[config.mk]
export PLATFORM = sky130hd
export DESIGN_NAME = vdm_front
export DESIGN_NICKNAME = d
export VERILOG_FILES = /design/src/rtl/vdm_pkg.sv /design/src/rtl/vdm_front.sv
export SDC_FILE = /design/constraint.sdc
export NUM_CORES = 2
export LEC_CHECK = 0
export ABC_CLOCK_PERIOD_IN_PS = 13500
export BUFFER_PORTS_ARGS = -buffer_cell sky130_fd_sc_hd__buf_4
export CORE_AREA = 2 2 330 332
export CTS_CLUSTER_SIZE = 30
export DETAILED_ROUTE_END_ITERATION = 10
export DIE_AREA = 0 0 332 334
export GPL_TIMING_DRIVEN = 0
export HOLD_SLACK_MARGIN = 0.02
export PLACE_DENSITY = 0.67
export SYNTH_ARGS = -nofsm -noshare
export SYNTH_HDL_FRONTEND = slang
export SYNTH_SLANG_ARGS = --single-unit
[constraint.sdc]
create_clock -name aclk -period 13.5 [get_ports aclk]
set_input_delay 1.35 -clock aclk [delete_from_list [all_inputs] [get_ports aclk]]
set_output_delay 1.35 -clock aclk [all_outputs]
set_load 0.1 [all_outputs]
[src/rtl/vdm_pkg.sv]
package vdm_pkg;

    localparam int ELEM_W      = 16;
    localparam int MAIN_W      = 48;
    localparam int NORM_W      = 47;
    localparam int TERM_W      = 34;
    localparam int SQ_W        = 31;
    localparam int COUNT_W     = 11;
    localparam int METRIC_W    = 2;
    localparam int CFG_IDX_W   = 2;
    localparam int MAX_LENGTH  = 1024;
    localparam int COS_BITS    = 14;
    localparam int DIGIT_W     = 16;
    localparam int MUL_STEPS   = 3;
    localparam int PROD_W      = 2 * NORM_W;
    localparam int ROOT_W      = NORM_W;
    localparam int REM_W       = ROOT_W + 2;
    localparam int DIVIDEND_W  = MAIN_W + COS_BITS;
    localparam int STEP_W      = 6;
    localparam int LENGTH_RESET = 128;

    localparam logic [METRIC_W-1:0] METRIC_L2     = 2'd0;
    localparam logic [METRIC_W-1:0] METRIC_DOT    = 2'd1;
    localparam logic [METRIC_W-1:0] METRIC_COSINE = 2'd2;
    localparam logic [METRIC_W-1:0] METRIC_NONE   = 2'd3;

    localparam logic [CFG_IDX_W-1:0] CFG_METRIC = 2'd0;
    localparam logic [CFG_IDX_W-1:0] CFG_LENGTH = 2'd1;

    localparam logic signed [MAIN_W-1:0] S48_MAX = {1'b0, {(MAIN_W-1){1'b1}}};
    localparam logic signed [MAIN_W-1:0] S48_MIN = {1'b1, {(MAIN_W-1){1'b0}}};

    typedef struct packed {
        logic signed [MAIN_W-1:0] main_sum;
        logic [NORM_W-1:0]        left_norm;
        logic [NORM_W-1:0]        right_norm;
        logic [METRIC_W-1:0]      metric;
        logic                     length_error;
    } job_t;

endpackage

[src/rtl/vdm_front.sv]
module vdm_front (
    input  logic                          aclk,
    input  logic                          aresetn,
    input  logic                          in_valid,
    output logic                          in_ready,
    input  logic signed [vdm_pkg::ELEM_W-1:0] left_element,
    input  logic signed [vdm_pkg::ELEM_W-1:0] right_element,
    input  logic                          last,
    input  logic [vdm_pkg::METRIC_W-1:0]  metric,
    input  logic [vdm_pkg::COUNT_W-1:0]   vector_length,
    output logic                          job_valid,
    input  logic                          job_ready,
    output vdm_pkg::job_t                 job
);

    logic                                 a_valid_reg, a_valid_next;
    logic signed [vdm_pkg::TERM_W-1:0]    a_term_reg;
    logic [vdm_pkg::SQ_W-1:0]             a_lsq_reg, a_rsq_reg;
    logic                                 a_last_reg;
    logic [vdm_pkg::METRIC_W-1:0]         a_metric_reg;

    logic signed [vdm_pkg::MAIN_W-1:0]    main_reg, main_next;
    logic [vdm_pkg::NORM_W-1:0]           lnorm_reg, lnorm_next, rnorm_reg, rnorm_next;
    logic [vdm_pkg::COUNT_W-1:0]          count_reg, count_next;

    logic signed [vdm_pkg::TERM_W-1:0]    lx, rx, dx, term, lsq, rsq;
    logic signed [vdm_pkg::MAIN_W:0]      msum;
    logic [vdm_pkg::NORM_W:0]             lsum, rsum;
    logic signed [vdm_pkg::MAIN_W-1:0]    main_acc;
    logic [vdm_pkg::NORM_W-1:0]           lnorm_acc, rnorm_acc;
    logic [vdm_pkg::COUNT_W-1:0]          count_acc;
    logic                                 a_fire, in_fire;

    assign lx = vdm_pkg::TERM_W'(left_element);
    assign rx = vdm_pkg::TERM_W'(right_element);
    assign dx = lx - rx;
    assign term = (metric == vdm_pkg::METRIC_L2) ? dx * dx : lx * rx;
    assign lsq = lx * lx;
    assign rsq = rx * rx;

    assign a_fire   = a_valid_reg && (!a_last_reg || job_ready);
    assign in_ready = !a_valid_reg || a_fire;
    assign in_fire  = in_valid && in_ready;
    assign a_valid_next = in_fire ? 1'b1 : (a_fire ? 1'b0 : a_valid_reg);

    always_comb begin
        msum = {main_reg[vdm_pkg::MAIN_W-1], main_reg} + (vdm_pkg::MAIN_W+1)'(a_term_reg);
        if (msum[vdm_pkg::MAIN_W] != msum[vdm_pkg::MAIN_W-1]) begin
            main_acc = msum[vdm_pkg::MAIN_W] ? vdm_pkg::S48_MIN : vdm_pkg::S48_MAX;
        end else begin
            main_acc = msum[vdm_pkg::MAIN_W-1:0];
        end
        lsum = {1'b0, lnorm_reg} + (vdm_pkg::NORM_W+1)'(a_lsq_reg);
        rsum = {1'b0, rnorm_reg} + (vdm_pkg::NORM_W+1)'(a_rsq_reg);
        lnorm_acc = lsum[vdm_pkg::NORM_W] ? {vdm_pkg::NORM_W{1'b1}} : lsum[vdm_pkg::NORM_W-1:0];
        rnorm_acc = rsum[vdm_pkg::NORM_W] ? {vdm_pkg::NORM_W{1'b1}} : rsum[vdm_pkg::NORM_W-1:0];
        count_acc = (&count_reg) ? count_reg : count_reg + 1'b1;

        job.main_sum     = main_acc;
        job.left_norm    = lnorm_acc;
        job.right_norm   = rnorm_acc;
        job.metric       = a_metric_reg;
        job.length_error = (vector_length == '0)
                        || (vector_length > vdm_pkg::COUNT_W'(vdm_pkg::MAX_LENGTH))
                        || (count_acc != vector_length);

        main_next  = main_reg;
        lnorm_next = lnorm_reg;
        rnorm_next = rnorm_reg;
        count_next = count_reg;
        if (a_fire) begin
            if (a_last_reg) begin
                main_next  = '0;
                lnorm_next = '0;
                rnorm_next = '0;
                count_next = '0;
            end else begin
                main_next  = main_acc;
                lnorm_next = lnorm_acc;
                rnorm_next = rnorm_acc;
                count_next = count_acc;
            end
        end
    end

    assign job_valid = a_valid_reg && a_last_reg;

    always_ff @(posedge aclk) begin
        if (!aresetn) begin
            a_valid_reg <= 1'b0;
            main_reg    <= '0;
            lnorm_reg   <= '0;
            rnorm_reg   <= '0;
            count_reg   <= '0;
        end else begin
            a_valid_reg <= a_valid_next;
            main_reg    <= main_next;
            lnorm_reg   <= lnorm_next;
            rnorm_reg   <= rnorm_next;
            count_reg   <= count_next;
        end
    end

    always_ff @(posedge aclk) begin
        if (in_fire) begin
            a_term_reg   <= term;
            a_lsq_reg    <= lsq[vdm_pkg::SQ_W-1:0];
            a_rsq_reg    <= rsq[vdm_pkg::SQ_W-1:0];
            a_last_reg   <= last;
            a_metric_reg <= metric;
        end
    end

endmodule

==> impl_metrics.tcl <==
set metrics [dict create \
    cp.required_ns 13.77 \
    wirelength_mm 152 \
    synth_cells 6011 \
    wl_per_cell_um 19.8 \
    place_area_um2 56700 \
    synth_seq_area_share 0.112 \
    ant_nets 0 \
    synthAdderAreaFrac 0.488 \
    die_h_um 334 \
    max_freq_mhz 78.4 \
    coreArea_um2 108000 \
    cts_tree "done" \
    hold_end "main_reg[26]" \
    crit_path_max_incr_delay_ns 0.99 \
    postCtsHoldBufs 0 \
    cp_max_fo 10 \
    cts.repair.resized 0 \
    avgSynthCellArea_um2 8.88 \
    pin_count 197 \
    min_path_cells 2 \
    setup_viol 0 \
    async_flop_share 0 \
    tns_ns 0 \
    slew_headroom 0.108 \
    hpwl_mm 126 \
    endpoint_kind "flip-flop" \
    fin_crit_ns 12.76 \
    area_growth_pct 8.03 \
    vias_per_cell 5.49 \
    row_count 121 \
    dieArea_um2 111000 \
    max_slew.worst_pin.slew_ns 1.34 \
    insertion_delay_ns 0.62 \
    grt_first_pass_wirelength_mm 241 \
    die_width_um 332 \
    root_buffer "clkbuf_16" \
    final_cell_area_um2 57700 \
    hp-class "flip-flop to flip-flop" \
    largest_reg_flops 48 \
    crit_buf_inv 8 \
    clock-sinks 251 \
    cts_buffers 30 \
    cts_max_level 1 \
    synth_edf_count 97 \
    drive_above_1_share 0.0576 \
    finalNetCount 7764 \
    synth_warnings 0 \
    synth_compound_area_frac 0.111 \
    cp-start-kind "primary input" \
    antenna_found_initial 4 \
    ys_ff_latch 251 \
    drc 0 \
    hold_violations 0 \
    crit_arrival_ns 13.03 \
    synthMuxAreaShare 0.00279 \
    gp_congestion 0.979 \
    status "finished clean" \
    first_pass_iters 6 \
    syn_nets 7535 \
    final-max-slew-violation-count 0 \
    r2r-end "main_reg[22]" \
    vias 42200 \
    r2r_slack_ns 9.17 \
    reg2reg_from "a_term_reg[33]" \
    drtIter0Drc 3095 \
    fin_skew_ns 0.0296 \
    start_util 0.495 \
    synth_cell_type_count 101 \
    mappedNetlistArea_um2 53400 \
    rsz0062_at_grt "no" \
    synthSimpleGateAreaFrac 0.131 \
    ys.flop_type "dfxtp_1" \
    clkSlewWorstSetupHoldPaths_ns 0.06 \
    post-route-period-util 0.945 \
    portBuffers 196 \
    critPathTopFamily "adder cells" \
    slowest_stage "xor2_1" \
    crit_type "primary input to flip-flop" \
    grt-ovfl-total 0 \
    instances_no_fill 7680 \
    grt_start_max_net_pins 65 \
    synthXorXnorAreaFrac 0.0472 \
    placed_cells 7622 \
    path_common_cell "fa_1" \
    cts_max_path_buffers 3 \
    grt.total_usage 0.278 \
    max_cap_viol_count 0 \
    min_from "main_reg[26]" \
    cts_setup_buffers 0 \
    synth_top_family_by_area "adder cells" \
    grt_pass1_vias 43300 \
    r2r.worst_path.cells 13 \
]
## synthesized netlist by cell type, types with 7 or more instances
cell | count | area (um^2)
or4_1 | 7 | 52.6
or2_2 | 23 | 144
buf_1 | 15 | 56.3
xnor2_1 | 199 | 1740
inv_2 | 7 | 26.3
o31ai_1 | 12 | 90.1
o21bai_1 | 29 | 218
edfxtp_1 | 97 | 2910
and3_1 | 37 | 231
a211oi_1 | 31 | 233
clkinv_1 | 7 | 26.3
nand4_1 | 40 | 250
nor4_1 | 12 | 75.1
clkbuf_1 | 180 | 676
a21oi_1 | 233 | 1170
ha_1 | 477 | 5970
o21ai_1 | 11 | 55.1
a31oi_1 | 30 | 188
nor3_1 | 53 | 265
o2111ai_1 | 8 | 70.1
buf_2 | 28 | 140
xor2_1 | 89 | 780
maj3_1 | 15 | 150
dfxtp_1 | 154 | 3080
inv_1 | 1265 | 4750
and2_1 | 92 | 576
a21o_1 | 102 | 766
or3_1 | 20 | 125
nor2b_1 | 44 | 275
nor2_1 | 427 | 1600
a22o_1 | 64 | 561
a22oi_1 | 19 | 143
nand2_1 | 671 | 2520
o21a_1 | 35 | 263
a21boi_0 | 9 | 67.6
o21ai_0 | 198 | 991
o211ai_1 | 14 | 105
a31o_2 | 9 | 78.8
nand2b_1 | 52 | 325
mux2i_1 | 7 | 70.1
fa_1 | 997 | 20000
nand3_1 | 64 | 320
## placed cells by master (no fill, tap or decap), types with 9 or more instances in the layout
master	count
a211oi_1	31
a21boi_0	9
a21o_1	102
a21oi_1	233
a22o_1	64
a22oi_1	19
a31o_2	9
a31oi_1	30
and2_1	91
and3_1	37
buf_1	15
buf_2	28
buf_4	199
clkbuf_1	185
clkbuf_16	31
dfxtp_1	154
edfxtp_1	97
fa_1	997
ha_1	477
inv_1	1265
maj3_1	15
nand2_1	671
nand2b_1	52
nand3_1	64
nand4_1	40
nor2_1	427
nor2b_1	44
nor3_1	53
nor4_1	12
o211ai_1	14
o21a_1	35
o21ai_0	198
o21ai_1	11
o21bai_1	29
o31ai_1	12
or2_2	23
or3_1	20
xnor2_1	199
xor2_1	89
## layer usage
| metal | global-route usage | vias to the layer above | share of wire |
|---|---|---|---|
| li1 | - | 19300 | - |
| met1 | 0.382 | 21100 | 0.42 |
| met2 | 0.447 | 1486 | 0.46 |
| met3 | 0.0506 | 252 | 0.085 |
| met4 | 0.0910 | 4 | 0.036 |
| met5 | 0 | - | 0.00019 |
## cells by family (layout without fill, tap and decap cells)
family	count (synthesis)	count (layout)
and+or+nand+nor	1569	1569
buffers and inverters	1507	1760
adders and majority gates	1489	1489
AOI/OAI and AO/OA	894	894
xor gates and xnor gates	288	288
DFF	251	251
muxes	13	13
other	0	2
## worst register-to-register path, delay by kind of cell, from the launching register on
kind | cells | cell delay [ns]
AO/OA/AOI/OAI | 3 | 0.51
adder cells (fa/ha/maj) | 1 | 0.44
buffers and inverters | 3 | 0.93
flip-flops | 1 | 0.71
AND/OR/NAND/NOR | 6 | 1.70
## per-stage QoR
step	util	hold WS, ns	setup WS, ns
after floorplan	-	0.420	3.31
after detailed placement	0.526	0.434	0.315
after global routing	0.535	0.465	0.353
after CTS	0.535	0.443	0.918
after global placement	0.525	0.430	0.476
final	0.535	0.446	0.744
## worst max path at each step
stage | startpoint | end | slack, ns | cells past startpoint
global route | left_element[0] | a_term_reg[33] | 0.35 | 38
finish | left_element[0] | a_term_reg[33] | 0.74 | 36
CTS | left_element[0] | a_term_reg[33] | 0.92 | 38
global placement | left_element[0] | a_term_reg[33] | 0.48 | 36
floorplan | left_element[0] | a_term_reg[33] | 3.31 | 38
detailed placement | left_element[0] | a_term_reg[33] | 0.32 | 38
## layout make-up
cell class                      instances  area, um^2
Fill cell                            9996       50100
Multi-Input combinational cell       4253       41700
Sequential cell                       251        6000
Inverter                             1279        4800
Tap cell                             1414        1770
Timing Repair Buffer                  197        1500
Buffer                                228         911
Clock buffer                           37         808
Clock inverter                         19         201
Antenna cell                            2        5.00
Power is left out: the tool's default activity adds up to more than one toggle a clock period on the data nets, which glitch-free logic cannot reach.
