==> config.mk <==
export PLATFORM = sky130hd
export DESIGN_NAME = vdm_queue
export DESIGN_NICKNAME = d
export VERILOG_FILES = /design/src/rtl/vdm_pkg.sv /design/src/rtl/vdm_queue.sv
export SDC_FILE = /design/constraint.sdc
export NUM_CORES = 1
export LEC_CHECK = 0
export BUFFER_PORTS_ARGS = -buffer_cell sky130_fd_sc_hd__buf_2
export CORE_MARGIN = 2
export CORE_UTILIZATION = 49
export CTS_CLUSTER_DIAMETER = 60
export DETAILED_ROUTE_END_ITERATION = 7
export PLACE_DENSITY_LB_ADDON = 0.3
export RECOVER_POWER = 100
export SYNTH_ARGS = -nofsm -noshare
export SYNTH_HDL_FRONTEND = slang
export SYNTH_SLANG_ARGS = --single-unit
==> constraint.sdc <==
create_clock -name aclk -period 9.96 [get_ports aclk]
set_input_delay 0.996 -clock aclk [delete_from_list [all_inputs] [get_ports aclk]]
set_output_delay 0.996 -clock aclk [all_outputs]
set_load 0.01 [all_outputs]
==> src/rtl/vdm_pkg.sv <==
package vdm_pkg;

    localparam int ELEM_W      = 16;
    localparam int MAIN_W      = 48;
    localparam int NORM_W      = 47;
    localparam int TERM_W      = 34;
    localparam int SQ_W        = 31;
    localparam int COUNT_W     = 11;
    localparam int METRIC_W    = 2;
    localparam int CFG_IDX_W   = 2;
    localparam int MAX_LENGTH  = 1024;
    localparam int COS_BITS    = 14;
    localparam int DIGIT_W     = 16;
    localparam int MUL_STEPS   = 3;
    localparam int PROD_W      = 2 * NORM_W;
    localparam int ROOT_W      = NORM_W;
    localparam int REM_W       = ROOT_W + 2;
    localparam int DIVIDEND_W  = MAIN_W + COS_BITS;
    localparam int STEP_W      = 6;
    localparam int LENGTH_RESET = 128;

    localparam logic [METRIC_W-1:0] METRIC_L2     = 2'd0;
    localparam logic [METRIC_W-1:0] METRIC_DOT    = 2'd1;
    localparam logic [METRIC_W-1:0] METRIC_COSINE = 2'd2;
    localparam logic [METRIC_W-1:0] METRIC_NONE   = 2'd3;

    localparam logic [CFG_IDX_W-1:0] CFG_METRIC = 2'd0;
    localparam logic [CFG_IDX_W-1:0] CFG_LENGTH = 2'd1;

    localparam logic signed [MAIN_W-1:0] S48_MAX = {1'b0, {(MAIN_W-1){1'b1}}};
    localparam logic signed [MAIN_W-1:0] S48_MIN = {1'b1, {(MAIN_W-1){1'b0}}};

    typedef struct packed {
        logic signed [MAIN_W-1:0] main_sum;
        logic [NORM_W-1:0]        left_norm;
        logic [NORM_W-1:0]        right_norm;
        logic [METRIC_W-1:0]      metric;
        logic                     length_error;
    } job_t;

endpackage

==> src/rtl/vdm_queue.sv <==
module vdm_queue (
    input  logic          aclk,
    input  logic          aresetn,
    input  logic          wr_valid,
    output logic          wr_ready,
    input  vdm_pkg::job_t wr_data,
    output logic          rd_valid,
    input  logic          rd_ready,
    output vdm_pkg::job_t rd_data
);

    vdm_pkg::job_t mem_reg [2];
    logic          wptr_reg, wptr_next, rptr_reg, rptr_next;
    logic [1:0]    cnt_reg, cnt_next;
    logic          wr_fire, rd_fire;

    assign wr_ready = (cnt_reg != 2'd2);
    assign rd_valid = (cnt_reg != 2'd0);
    assign rd_data  = mem_reg[rptr_reg];
    assign wr_fire  = wr_valid && wr_ready;
    assign rd_fire  = rd_valid && rd_ready;

    always_comb begin
        wptr_next = wr_fire ? ~wptr_reg : wptr_reg;
        rptr_next = rd_fire ? ~rptr_reg : rptr_reg;
        cnt_next  = cnt_reg + 2'(wr_fire) - 2'(rd_fire);
    end

    always_ff @(posedge aclk) begin
        if (!aresetn) begin
            wptr_reg <= 1'b0;
            rptr_reg <= 1'b0;
            cnt_reg  <= 2'd0;
        end else begin
            wptr_reg <= wptr_next;
            rptr_reg <= rptr_next;
            cnt_reg  <= cnt_next;
        end
    end

    always_ff @(posedge aclk) begin
        if (wr_fire) begin
            mem_reg[wptr_reg] <= wr_data;
        end
    end

endmodule

==> impl_results.md, run 1 <==
- Outcome: finished, violations left
- Failing checks: max-capacitance violations, max-slew violations
- Width of the chip: 153 um
- Htree depth: 1
- Post-Syn Area: 0.0109 mm2
- Area fraction of the dominant cell type after synthesis: 80.0%
- Crit path buf inv count: 2
- Die area: 0.0234 mm2
- Row cnt: 54
- IO Count: 296
- Final Setup Violations: 0
- Sequential share of the synthesized area: 80.9%
- Met3 usage: 6.55%
- Crit. End Element: primary output
- CTS tree: done
- Total grt overflow: 0
- Slowest stage delay, CP: 2.18 ns
- Largest net degree at the start of global routing: 77
- Max Root-Sink Buffers: 3
- Yosys warnings: 0
- Clock transition at path regs: 0.06 ns
- Clk_skew: 0.0128 ns
- Final hold vios: 0
- Multi-input gate area: 0.00178 mm2
- Nets@finish: 941
- Post-CTS resize count: 0
- Filler-free cell count of the finished design: 1,094
- Peak supply drop: 186 uV
- Count of cell types in the netlist: 18
- Hold_buf cts: 0
- Max reg flops: 290
- Starting Density: 49.9%
- Placed insts: 1,039
- Routed via count: 5,462
- CP top delay family: buffers and inverters
- #FFs+latches synth: 295
- Clock period minus worst slack: 6.10 ns
- Drt initial violations: 196
- Most frequent cell after synthesis: edfxtp_1
- Final WL: 20,200 um
- Final setup TNS: 0 ns
- Fmax: 0.164 GHz
- Max-Cap Viols: 5
- Top Usage Layer GRT: met2
- Mapped Avg Cell Area: 22.9 um2
- Area grow syn2layout: 21.4%
- Slowest CP cell: clkbuf_1
- Cell count after synthesis: 475
- Power, Total: 3.43 mW
- GPL Wtd Cong: 0.736
- GR Util met1: 20.9%
- Syn_nets: 626
- R2R Setup Slk: 5.46 ns
- Routed Antenna Nets: 0
- Number of flops mapped to enable cells by yosys: 290
- Worst Hold Slack: 0.536 ns
- Router iterations before antenna repair: 4
- Chip height: 153 um
- Port buffer count: 295
- HP Class: flop to flop
- Least-Margin Pin Slew: 4.26 ns
- Startpoint types: flop
- RSZ-0062 raised after global routing: no
- Max FO, Critical Path: 54
- Post-DP HPWL: 13,400 um
- Reg area: 0.00881 mm2
- Wire length per cell: 18.5 um
- Fin crit share: 61.3%
- Slew Limit Fails: 318
- Req. time, crit path: 8.96 ns
- Setup bufs post-CTS: 0
- Most used DFF post-synth: edfxtp_1
- Worst slew margin: -184%
- Drc violations: 0
- Setup CP Type: flop to primary output
- Area contributors post-synth: edfxtp_1 (80%), mux2_2 (9.8%), mux2_4 (6.9%)
- Synth area leader: edfxtp_1
- Clk root buf: clkbuf_16
- Clk Latency, worst-skew pair: 0.53 ns
- Worst path most repeated cell: clkbuf_1
- Clock Sinks: 295
- First-pass GRT wire length: 30,600 um
- Async S/R FF share, synth: 0%
- Layout cells sized above 1: 32.1%
- Vias in the first global route: 5,784
- Met2 Use GR: 26.2%
- Initial antenna violation count: 2
- Cts bufs inserted: 29
- Synth top cells by count: edfxtp_1 (290), mux2_2 (95), mux2_4 (50), buf_2 (9), buf_6 (7)
- Fillers: 1,685
- CP Cell Sequence: clkbuf_1 -> mux2_2 -> clkbuf_1
- Core Region: 0.0218 mm2
- Tot GR Track Use: 16.5%
- Vias per cell: 4.99
- Static leakage: 4.56 nW
- Worst Path Arrival: 5.11 ns
- Power Density: 260 mW/mm2
## path summary, 6_finish.rpt
kind | from | end | cells past startpoint
worst max-delay path | flop | rd_data[64] | 3
worst min-delay path | rptr_reg$_SDFFE_PN0P_ | flop | 2
worst max register to register | cnt_reg[0]$_SDFF_PN0_ | mem_reg[1][136]$_DFFE_PP_ | 3
worst min register to register | rptr_reg$_SDFFE_PN0P_ | flop | 2
## layer usage
layer / vias up / share of wire, %
li1: 2528 / -
met1: 2644 / 40
met2: 242 / 46
met3: 48 / 11
met4: 0 / 2.8
met5: - / 0
## worst register-to-register path, cell delays in order (launching register included)
cell	delay [ns]
dfxtp_1	0.36
nand2b_1	0.19
and3_1	2.36
buf_4	1.10
## power breakdown
group | total, mW | internal, mW | switching [mW]
combinational | 0.699 | 0.299 | 0.400
clock | 1.10 | 0.676 | 0.424
sequential | 1.64 | 1.58 | 0.0568
## layout make-up
class	instances	share of cell area, %
Inverter	1	0.0284
Multi-Input combinational cell	163	13.5
Clock buffer	38	5.90
Tap cell	280	2.65
Clock inverter	15	1.48
Sequential cell	295	66.6
Antenna cell	2	0.0379
Timing Repair Buffer	300	9.78
## metrics by stage
step | instance area, um2 | setup slack (ns) | utilization, %
after floorplan | 10900 | 2.20 | -
after global placement | 12600 | 6.68 | 57.9
after detailed placement | 12600 | 6.60 | 57.9
after CTS | 13600 | 6.20 | 62.4
after global routing | 13200 | 3.31 | 60.5
final | 13200 | 3.86 | 60.6
## layout by cell type (no fill, tap or decap)
master     synthesis  layout
edfxtp_1         290     290
clkbuf_1           0     177
buf_2              9     127
mux2_2            95      85
mux2_1             0      57
clkbuf_16          0      29
clkinv_2           0       6
dfxtp_1            5       5
bufinv_16          0       5
clkinv_1           0       4
mux2_4            50       3
xnor2_1            3       3
diode_2            0       2
nand2b_1           2       2
nand2_1            2       2
nor2b_1            2       2
ha_1               2       2
clkbuf_8           0       2
buf_4              0       2
o21a_1             1       1
or2_2              1       1
inv_1              1       1
and3_1             1       1
nor2_4             0       1
and2_1             2       1
mux2i_1            1       1
and2_0             0       1
buf_1              0       1
## kinds of logic after synthesis
group	count (synthesis)	synth area share (%)
and+or+nand+nor	11	0.563
buffers and inverters	17	1.17
adders and majority gates	2	0.230
xor gates and xnor gates	3	0.241
muxes	146	16.8
AOI/OAI and AO/OA	1	0.0690
DFF	295	80.9
Power figures use the tool's default switching activity.
==> inputs of run 2 (changes only) <==
clock period = 6.35 ns   (was 9.96 ns; I/O delays follow)
==> run 2 against run 1 <==
The flow still finishes with violations (max-capacitance violations, max-slew violations). Final cell count unchanged. Die area did not move. Setup slack worse by 1.8 ns. Count of clock-buffer cells in the layout decreased by 3. Power rose by 58%. First-iteration DRC count up 16%. Worst hold slack worse by 0.25 ns. Flip-flop and latch count is the same. Critical path depth unchanged. Via count grew 0.33%. Utilization is 0.086 points higher. Critical path type unchanged. Critical endpoint is now rd_data[5]. Largest cell class unchanged.
==> impl_results.md, run 2 (synthesized netlist as in run 1, its figures left out) <==
- Core Region: 0.0218 mm2 (unchanged)
- Drc violations: 0 (unchanged)
- CP top delay family: buffers and inverters
- Layout cells sized above 1: 32.2% (+0.083 points)
- Routed Antenna Nets: 0 (unchanged)
- Worst reg2reg path depth: 3 (unchanged)
- Internal power: 4.01 mW (+57%)
- Slowest stage delay, CP: 1.55 ns (-0.63 ns)
- Clk root buf: clkbuf_16
- Drt initial violations: 227 (+16%)
- Comb power frac: 19.7% (-0.6 points)
- Clock period minus worst slack: 4.33 ns
- Fmax: 0.231 GHz
- Slew Limit Fails: 206 (-35%)
- Worst hold path depth: 1 (-1)
- Cts bufs inserted: 30 (+3.4%)
- Peak supply drop: 287 uV (+54%)
- Worst R2R End: mem_reg[1][141]$_DFFE_PP_
- Wire length per cell: 18.9 um (+2.4%)
- Req. time, crit path: 5.71 ns (-3.25 ns)
- Routed via count: 5,480 (+0.33%)
- CTS tree: done
- Most frequent cells in the layout: edfxtp_1 (290), clkbuf_1 (183), buf_2 (117), mux2_2 (94), mux2_1 (49)
- WL met1: 8320 um (+2.4%)
- Post-DP HPWL: 13,500 um (+0.48%)
- Die area: 0.0234 mm2 (unchanged)
- Starting Density: 49.9% (unchanged)
- Row cnt: 54 (unchanged)
- Largest net degree at the start of global routing: 81 (+5.2%)
- Chip height: 153 um (unchanged)
- Clk_skew: 0.00545 ns (-0.00739 ns)
- Clock transition at path regs: 0.06 ns (about the same)
- Post-CTS resize count: 0 (unchanged)
- Final Setup Violations: 0 (unchanged)
- Least-Margin Pin Slew: 3.76 ns (-0.496 ns)
- R2R Setup Slk: 2.26 ns (-3.20 ns)
- Vias per cell: 5.01 (+0.33%)
- Setup bufs post-CTS: 0 (unchanged)
- Failing checks: max-capacitance violations, max-slew violations
- Worst Path Arrival: 3.69 ns (-1.42 ns)
- Sw Share: 25.9% (+0.30 points)
- Setup CP Type: flop to primary output
- Fin crit share: 68.2%
- Area grow syn2layout: 21.6%
- Hold_buf cts: 0 (unchanged)
- Top layer in use: met4
- Width of the chip: 153 um (unchanged)
- Power, Total: 5.42 mW (+58%)
- Crit. End Element: primary output
- Placed insts: 1,039 (unchanged)
- Final setup TNS: 0 ns (unchanged)
- GPL Wtd Cong: 0.750 (+1.9%)
- Vias in the first global route: 5,826 (+0.73%)
- Final hold vios: 0 (unchanged)
- Clk Latency, worst-skew pair: 0.53 ns (about the same)
- Hold Path Origin: wr_data[60]
- Hold EP: mem_reg[0][60]$_DFFE_PP_
- Filler-free cell count of the finished design: 1,094 (unchanged)
- HP Class: input pin to flop
- Startpoint types: flop
- Commonest non-fill, non-tap cell in the layout: edfxtp_1
- RSZ-0062 raised after global routing: no
- Crit path buf inv count: 2 (unchanged)
- CP Cell Sequence: clkbuf_2 -> mux2_1 -> buf_2
- Power Density: 410 mW/mm2 (+58%)
- Reg-to-reg critical path startpoint: cnt_reg[0]$_SDFF_PN0_
- Max reg flops: 290 (unchanged)
- Max FO, Critical Path: 74 (+37%)
- Register share of total power: 47.6% (about the same)
- Metal2 WL: 10,100 um (+8.6%)
- Detail Route met3 WL: 1750 um (-20%)
- Max-Cap Viols: 3 (-2)
- Router iterations before antenna repair: 4 (unchanged)
- IO Count: 296 (unchanged)
- Final WL: 20,700 um (+2.4%)
- Port buffer count: 295 (unchanged)
- Worst slew margin: -151% (+33 points)
- Clock Sinks: 295 (unchanged)
- Initial antenna violation count: 1 (-1)
- Htree depth: 1 (unchanged)
- Tot GR Track Use: 16.8% (+0.27 points)
- Max Root-Sink Buffers: 3 (unchanged)
- Final Core Density: 60.6% (+0.086 points)
- Static leakage: 4.55 nW (-0.27%)
- Outcome: finished, violations left
- Total grt overflow: 0 (unchanged)
- Switching power total: 1.41 mW (+60%)
- First-pass GRT wire length: 31,100 um (+1.6%)
- Nets@finish: 942 (+0.11%)
- Clk pwr share: 32.7% (+0.7 points)
- Slowest CP cell: clkbuf_2
[run 2: changes by cell type in the layout (fill, tap and decap cells not counted), sizes merged]
cell,before,now
buf,130,120
clkbuf,208,215
clkinv,10,14
diode,2,1
[run 2: routing by layer]
metal / track usage [%] / up-vias
met2: 28.5 / 231
met4: 5.16 / 0
met1: 20.7 / 2695
li1: - / 2514
met3: 5.19 / 40
met5: 0 / -
[run 2: how the worst max path moves through the flow]
stage	startpoint	end	slack [ns]	cells after the start
4_1_cts	flop	rd_data[39]	2.95	3
3_3_place_gp	flop	rd_data[39]	3.55	3
5_1_grt	flop	rd_data[70]	1.69	3
6_report	flop	rd_data[5]	2.02	3
3_5_place_dp	flop	rd_data[39]	3.52	3
2_1_floorplan	wr_valid	mem_reg[0][0]$_DFFE_PP_	1.40	2
[run 2: per-stage QoR]
stage,hold WS (ns),cell area (um2),setup slack (ns)
2_1_floorplan,0.466,10900,1.40
3_3_place_gp,0.504,12700,3.55
3_5_place_dp,0.531,12700,3.52
4_1_cts,0.258,13700,2.95
5_1_grt,0.265,13200,1.69
6_report,0.289,13200,2.02
[run 2: power groups by stage]
stage | registers, mW | clock network, mW | logic, mW
finish | 2.58 | 1.77 | 1.07
global placement | 2.60 | 0 | 1.20
detailed placement | 2.62 | 0 | 1.22
global route | 2.61 | 1.89 | 1.15
CTS | 2.58 | 1.82 | 1.23
floorplan | 2.56 | 0 | 0.847
[run 2: cell type report]
cell class                      count  area [um2]
Timing Repair Buffer              300        1280
Sequential cell                   295        8810
Multi-Input combinational cell    163        1770
Inverter                            1        3.75
Antenna cell                        1        2.50
Clock buffer                       35         791
Tap cell                          280         350
Clock inverter                     19         224
Fill cell                        1701        8590
